### src/rtl/pf2bgra_pkg.sv
// Shared types, codes and the 5-to-8 bit expansion table for the BGRA8888 converter.
package pf2bgra_pkg;

    localparam int PALETTE_ENTRIES = 256;
    localparam int PAL_IDX_W       = (PALETTE_ENTRIES > 1) ? $clog2(PALETTE_ENTRIES) : 1;
    localparam int BYTE_W          = 8;
    localparam int SLOT_CMP_W      = BYTE_W + 1;

    localparam logic [BYTE_W-1:0] CHAN_FULL = 8'hFF;
    localparam logic [BYTE_W-1:0] CHAN_ZERO = 8'h00;

    typedef enum logic [1:0] {
        FMT_BGRA32   = 2'd0,
        FMT_BGR24    = 2'd1,
        FMT_ARGB1555 = 2'd2,
        FMT_PAL8     = 2'd3
    } pixel_format_t;

    typedef enum logic {
        OP_CONVERT   = 1'b0,
        OP_PAL_WRITE = 1'b1
    } opcode_t;

    typedef struct packed {
        logic [BYTE_W-1:0] b;
        logic [BYTE_W-1:0] g;
        logic [BYTE_W-1:0] r;
        logic [BYTE_W-1:0] a;
    } bgra_t;

    typedef struct packed {
        logic                 en;
        logic [PAL_IDX_W-1:0] slot;
        bgra_t                color;
    } pal_wr_t;

    typedef struct packed {
        logic [BYTE_W-1:0] byte0;
        logic [BYTE_W-1:0] byte1;
        logic [BYTE_W-1:0] byte2;
        logic [BYTE_W-1:0] byte3;
    } src_bytes_t;

    // True when an 8-bit index falls inside the palette.
    function automatic logic in_palette(input logic [BYTE_W-1:0] idx);
        logic [SLOT_CMP_W-1:0] wide_idx;
        wide_idx = {1'b0, idx};
        return wide_idx < SLOT_CMP_W'(PALETTE_ENTRIES);
    endfunction

    // floor(v * 255 / 31) for a 5-bit channel.
    function automatic logic [BYTE_W-1:0] expand5(input logic [4:0] v);
        logic [BYTE_W-1:0] res;
        case (v)
            5'd0:    res = 8'd0;
            5'd1:    res = 8'd8;
            5'd2:    res = 8'd16;
            5'd3:    res = 8'd24;
            5'd4:    res = 8'd32;
            5'd5:    res = 8'd41;
            5'd6:    res = 8'd49;
            5'd7:    res = 8'd57;
            5'd8:    res = 8'd65;
            5'd9:    res = 8'd74;
            5'd10:   res = 8'd82;
            5'd11:   res = 8'd90;
            5'd12:   res = 8'd98;
            5'd13:   res = 8'd106;
            5'd14:   res = 8'd115;
            5'd15:   res = 8'd123;
            5'd16:   res = 8'd131;
            5'd17:   res = 8'd139;
            5'd18:   res = 8'd148;
            5'd19:   res = 8'd156;
            5'd20:   res = 8'd164;
            5'd21:   res = 8'd172;
            5'd22:   res = 8'd180;
            5'd23:   res = 8'd189;
            5'd24:   res = 8'd197;
            5'd25:   res = 8'd205;
            5'd26:   res = 8'd213;
            5'd27:   res = 8'd222;
            5'd28:   res = 8'd230;
            5'd29:   res = 8'd238;
            5'd30:   res = 8'd246;
            5'd31:   res = 8'd255;
            default: res = 8'd0;
        endcase
        return res;
    endfunction

endpackage

### src/rtl/pf2bgra_unpack.sv
// Per-format conversion of source bytes or a palette entry into BGRA8888.
module pf2bgra_unpack
    import pf2bgra_pkg::*;
(
    input  pixel_format_t fmt,
    input  src_bytes_t    src,
    input  bgra_t         pal_color,
    output bgra_t         color
);

    always_comb
    begin
        case (fmt)
            FMT_BGRA32:
            begin
                color.b = src.byte0;
                color.g = src.byte1;
                color.r = src.byte2;
                color.a = src.byte3;
            end
            FMT_BGR24:
            begin
                color.b = src.byte0;
                color.g = src.byte1;
                color.r = src.byte2;
                color.a = CHAN_FULL;
            end
            FMT_ARGB1555:
            begin
                color.b = expand5(src.byte0[4:0]);
                color.g = expand5({src.byte1[1:0], src.byte0[7:5]});
                color.r = expand5(src.byte1[6:2]);
                color.a = src.byte1[7] ? CHAN_FULL : CHAN_ZERO;
            end
            FMT_PAL8:
            begin
                color = pal_color;
            end
            default:
            begin
                color = '0;
            end
        endcase
    end

endmodule

### config.mk
export PLATFORM = sky130hd
export DESIGN_NAME = pf2bgra_unpack
export DESIGN_NICKNAME = d
export VERILOG_FILES = /design/src/rtl/pf2bgra_pkg.sv /design/src/rtl/pf2bgra_unpack.sv
export SDC_FILE = /design/constraint.sdc
export NUM_CORES = 1
export LEC_CHECK = 0
export BUFFER_PORTS_ARGS = -buffer_cell sky130_fd_sc_hd__buf_2
export CORE_MARGIN = 10
export CORE_UTILIZATION = 30
export DETAILED_ROUTE_END_ITERATION = 8
export PLACE_DENSITY = 0.76
export SYNTH_ARGS = -nofsm -noshare
export SYNTH_HDL_FRONTEND = slang
export SYNTH_SLANG_ARGS = --single-unit
### constraint.sdc
create_clock -name vclk -period 0.9
set_input_delay 0.09 -clock vclk [all_inputs]
set_output_delay 0.09 -clock vclk [all_outputs]
set_load 0.03 [all_outputs]
==> results of run 1 <==
-- cells by family after synthesis --
kind of cell | after synthesis
compound gates | 61
fa+ha+maj | 2
buf+inv | 17
mux | 14
simple gates | 60
-- stage by stage --
stage / hold slack, ns / setup slack, ns / cells / utilization (%)
2_1_floorplan: 0.327 / -0.195 / 154 / -
3_3_place_gp: 0.569 / -0.390 / 318 / 72.0
3_5_place_dp: 0.572 / -0.414 / 318 / 72.0
4_1_cts: 0.534 / -0.361 / 321 / 95.2
-- timing repair --
item,CTS
setup endpoints to repair,32
pin swaps,32
gates resized for setup,168
setup buffers,2
cloned,1
endpoints found under the hold margin,0
==> load_flow_metrics.sql, run 1 <==
INSERT INTO impl_metrics (metric_group, metric, value, unit) VALUES
('die', 'rows', '19', ''),
('outcome', 'run_status', 'did not finish', ''),
('sta', 'worst-ep-kind', 'output port', ''),
('synth', 'yosysSeqAreaShare', '0', '%'),
('synth', 'synth_cells', '154', ''),
('synth', 'synth_fa_ha_area_share', '2.53', '%'),
('place', 'port_buffers', '98', ''),
('place', 'placed_cell_area', '0.00195', 'mm^2'),
('synth', 'fraction_of_the_mapped_netlist_area_in_compound_gates', '40.1', '%'),
('synth', 'netlist_top_cells_count', 'sky130_fd_sc_hd__a21oi_1, sky130_fd_sc_hd__nor2_1, sky130_fd_sc_hd__mux2i_1, sky130_fd_sc_hd__o21ai_0, sky130_fd_sc_hd__clkbuf_1', ''),
('synth', 'synthSimpleGateAreaFrac', '32.0', '%'),
('synth', 'post-synth-top-area-fraction', '20.9', '%'),
('synth', 'cell_types_with_the_largest_area_share_after_synthesis', 'sky130_fd_sc_hd__a21oi_1, sky130_fd_sc_hd__nor2_1, sky130_fd_sc_hd__mux2i_1', ''),
('die', 'die_height', '72.9', 'um'),
('synth', 'yosys.area_share.xor_xnor', '0', '%'),
('synth', 'synth_mux_area_share', '16.8', '%'),
('die', 'fp.dieW', '72.9', 'um'),
('clock_tree', 'cts_hold_buf', '0', ''),
('synth', 'post-synth-top-area-cell', 'sky130_fd_sc_hd__a21oi_1', ''),
('synth', 'post_synthesis_cell_area', '840', 'um^2'),
('outcome', 'last-stage-reached', '5_1_grt', ''),
('synth', 'synthesis.yosys.warnings', '0', ''),
('die', 'io_pins', '98', ''),
('synth', 'synth_cell_type_count', '32', ''),
('sta', 'globalroute.repair_timing.worst_endpoint', 'color[8]', ''),
('synth', 'mappedNetlistNets', '220', ''),
('place', 'place_hpwl', '4010', 'um'),
('synth', 'synth_top_family_by_area', 'compound AO/OA/AOI/OAI gates', ''),
('synth', 'postSynthAreaPerCell', '5.45', 'um^2'),
('global_routing', 'grt_max_degree', '19', ''),
('place', 'globalplace.congestion', '0.791', ''),
('outcome', 'first-error', '[ERROR DPL-0038] Utilization greater than 100%, impossible to legalize', ''),
('die', 'initial_standard_cell_utilization_of_the_core', '31.0', '%');
==> run 2: changes to the inputs <==
--- a/config.mk
+++ b/config.mk
@@ -7,9 +7,9 @@
 export LEC_CHECK = 0
 export BUFFER_PORTS_ARGS = -buffer_cell sky130_fd_sc_hd__buf_2
 export CORE_MARGIN = 10
-export CORE_UTILIZATION = 30
+export CORE_UTILIZATION = 20
 export DETAILED_ROUTE_END_ITERATION = 8
-export PLACE_DENSITY = 0.76
+export PLACE_DENSITY_LB_ADDON = 0.15
 export SYNTH_ARGS = -nofsm -noshare
 export SYNTH_HDL_FRONTEND = slang
 export SYNTH_SLANG_ARGS = --single-unit
==> constraint.sdc (replaced) <==
create_clock -name vclk -period 1.17
set_input_delay 0.117 -clock vclk [all_inputs]
set_output_delay 0.117 -clock vclk [all_outputs]
set_load 0.03 [all_outputs]
==> load_flow_metrics.sql, run 2 <==
INSERT INTO impl_metrics (metric_group, metric, value, unit) VALUES
('sta', 'hold_viol', '0', ''),
('drt', 'final_routed_drc_violation_total', '0', ''),
('min_path', 'holdCritPathClass', 'primary input to primary output', ''),
('place', 'port_buffers', '98', ''),
('setup_path', 'critPathKind', 'primary input to primary output', ''),
('die', 'die_height', '84.8', 'um'),
('setup_path', 'crit_chain', 'buf_6, nand2b_4, maj3_2, mux2_4, a21oi_4, buf_6', ''),
('drt', 'vias_per_cell', '4.69', ''),
('outcome', 'failed_checks', 'negative setup slack', ''),
('outcome', 'run_status', 'finished with violations', ''),
('setup_path', 'critical_path_peak_fanout', '2', ''),
('global_routing', 'grt_pass1_wl', '7490', 'um'),
('setup_path', 'crit_family', 'adder cells', ''),
('finish', 'utilization_after_layout', '52.8', '%'),
('die', 'die-area', '0.00719', 'mm^2'),
('synth', 'postSynthAreaPerCell', '5.45', 'um^2'),
('die', 'rows', '23', ''),
('global_routing', 'global_route_total_usage_across_every_layer', '11.6', '%'),
('setup_path', 'critical_path.n_buffers_inverters', '2', ''),
('sta', 'max-slew-margin-rel', '77.1', '%'),
('sta', 'rsz_0062_raised_after_global_routing', 'true', ''),
('synth', 'netlist_top_cells_count', 'sky130_fd_sc_hd__a21oi_1, sky130_fd_sc_hd__nor2_1, sky130_fd_sc_hd__mux2i_1, sky130_fd_sc_hd__o21ai_0, sky130_fd_sc_hd__clkbuf_1', ''),
('sta', 'finalWorstSetupSlack', '-0.101', 'ns'),
('drt', 'avgRoutedWirePerCell', '14.0', 'um'),
('synth', 'post-synth-top-area-fraction', '20.9', '%'),
('place', 'post-place-ws', '-0.202', 'ns'),
('pwr', 'p_total', '1060', 'uW'),
('place', 'placed_cell_area', '0.00174', 'mm^2'),
('synth', 'post_synthesis_cell_area', '840', 'um^2'),
('finish', 'layout_common_cells', 'sky130_fd_sc_hd__buf_2, sky130_fd_sc_hd__buf_4, sky130_fd_sc_hd__a21oi_2', ''),
('setup_path', 'critical-path-slowest-cell', 'sky130_fd_sc_hd__maj3_2', ''),
('synth', 'yosysSeqAreaShare', '0', '%'),
('synth', 'post-synth-top-area-cell', 'sky130_fd_sc_hd__a21oi_1', ''),
('drt', 'num_vias', '1519', ''),
('die', 'fp.dieW', '84.8', 'um'),
('synth', 'mappedNetlistNets', '220', ''),
('setup_path', 'cp_data_arrival_time', '1.15', 'ns'),
('sta', 'report.final.setup_viol', '1', ''),
('die', 'initial_standard_cell_utilization_of_the_core', '20.8', '%'),
('finish', 'register_area', '0', 'um^2'),
('global_routing', 'grt_antenna_before_repair', '0', ''),
('finish', 'net_count_reported_at_finish', '342', ''),
('sta', 'period_minus_slack', '1.27', 'ns'),
('drt', 'postRouteAntennaNets', '0', ''),
('sta', 'tightest_slew', '0.343', 'ns'),
('synth', 'synthesis.yosys.warnings', '0', ''),
('synth', 'cell_types_with_the_largest_area_share_after_synthesis', 'sky130_fd_sc_hd__a21oi_1, sky130_fd_sc_hd__nor2_1, sky130_fd_sc_hd__mux2i_1', ''),
('setup_path', 'critical_path.max_stage_delay', '0.28', 'ns'),
('finish', 'area_delta_synth_final', '154', '%'),
('synth', 'synth_cell_type_count', '32', ''),
('setup_path', 'endpoint_kind', 'primary output', ''),
('finish', 'layout-drive-gt1-share', '75.5', '%'),
('global_routing', 'grt_remaining_overflow', '0', ''),
('finish', 'antenna_cells_inserted', '0', ''),
('drt', 'drtPass1Iterations', '4', ''),
('finish', 'design.seq.count', '0', ''),
('setup_path', 'critical-path-top-cell-by-count', 'sky130_fd_sc_hd__buf_6', ''),
('drt', 'drt_iter0_markers', '40', ''),
('finish', 'layout.cells.most_common', 'sky130_fd_sc_hd__buf_2', ''),
('finish', 'nFillCells', '433', ''),
('sta', 'post-route-period-util', '109', '%'),
('synth', 'synth_cells', '154', ''),
('sta', 'maxClockFrequency', '0.787', 'GHz'),
('finish', 'design_area', '0.00213', 'mm^2'),
('setup_path', 'worst-endpoint-required', '1.05', 'ns'),
('die', 'core-area', '0.00403', 'mm^2'),
('sta', 'fin_tns_setup', '-0.101', 'ns'),
('place', 'place_hpwl', '3810', 'um'),
('die', 'io_pins', '98', ''),
('pwr', 'lkg_pwr', '0.000980', 'uW'),
('pwr', 'power_per_cell_area', '497', 'mW/mm^2'),
('drt', 'postRouteWirelength', '4550', 'um'),
('finish', 'num-clock-buffers', '0', ''),
('sta', 'maxSlewViolCount', '0', ''),
('setup_path', 'critical_path.startpoint_type', 'primary input', ''),
('global_routing', 'grt_pass1_vias', '1549', ''),
('place', 'globalplace.congestion', '0.793', ''),
('job', 'maxCapViolations', '0', ''),
('pwr', 'ir_worst_vdd', '0.229', 'mV'),
('global_routing', 'grt_max_degree', '21', '');
run 2: final cells by class:
class	count	area, um^2	share of cell area [%]
tap	50	62.6	2.94
multi-input combinational	137	1130	53.3
timing repair buffer	132	912	42.9
inverter	5	18.8	0.882
run 2: kinds of logic after synthesis:
group,after synthesis,share of synthesized area (%)
AOI/OAI and AO/OA,61,40.1
muxes,14,16.8
adders and majority gates,2,2.53
buffers and inverters,17,8.49
and+or+nand+nor,60,32.0
run 2: metal layers:
layer  vias to the layer above  routed length (um)  global-route usage (%)
li1                        792                   -                       -
met1                       664                2010                    15.5
met2                        61                2050                    18.1
met3                         2                 471                    4.25
met4                         0                  15                   0.449
met5                         -                   0                       0
run 2: worst paths after layout:
kind  startpoint        end  slack, ns  depth (start not counted)
max      src[18]   color[8]      -0.10                          6
min      src[11]  color[11]       0.59                          4
run 2: repair_timing:
item	in CTS	in global routing
hold buffers	0	0
resized for setup	48	69
pin swaps	8	12
setup endpoints to repair	24	29
buffers inserted	0	2
run 2: report_power, final:
part | internal (uW) | switching, uW
registers | 0 | 0
logic | 481 | 576
clock network | 0 | 0
total | 481 | 576
run 2: per-stage QoR:
stage | std cells | hold slack (ns)
floorplan | 154 | 0.386
global placement | 323 | 0.619
detailed placement | 323 | 0.624
CTS | 323 | 0.625
global route | 324 | 0.636
finish | 324 | 0.594
No activity file was read; power rests on OpenSTA's default activity.
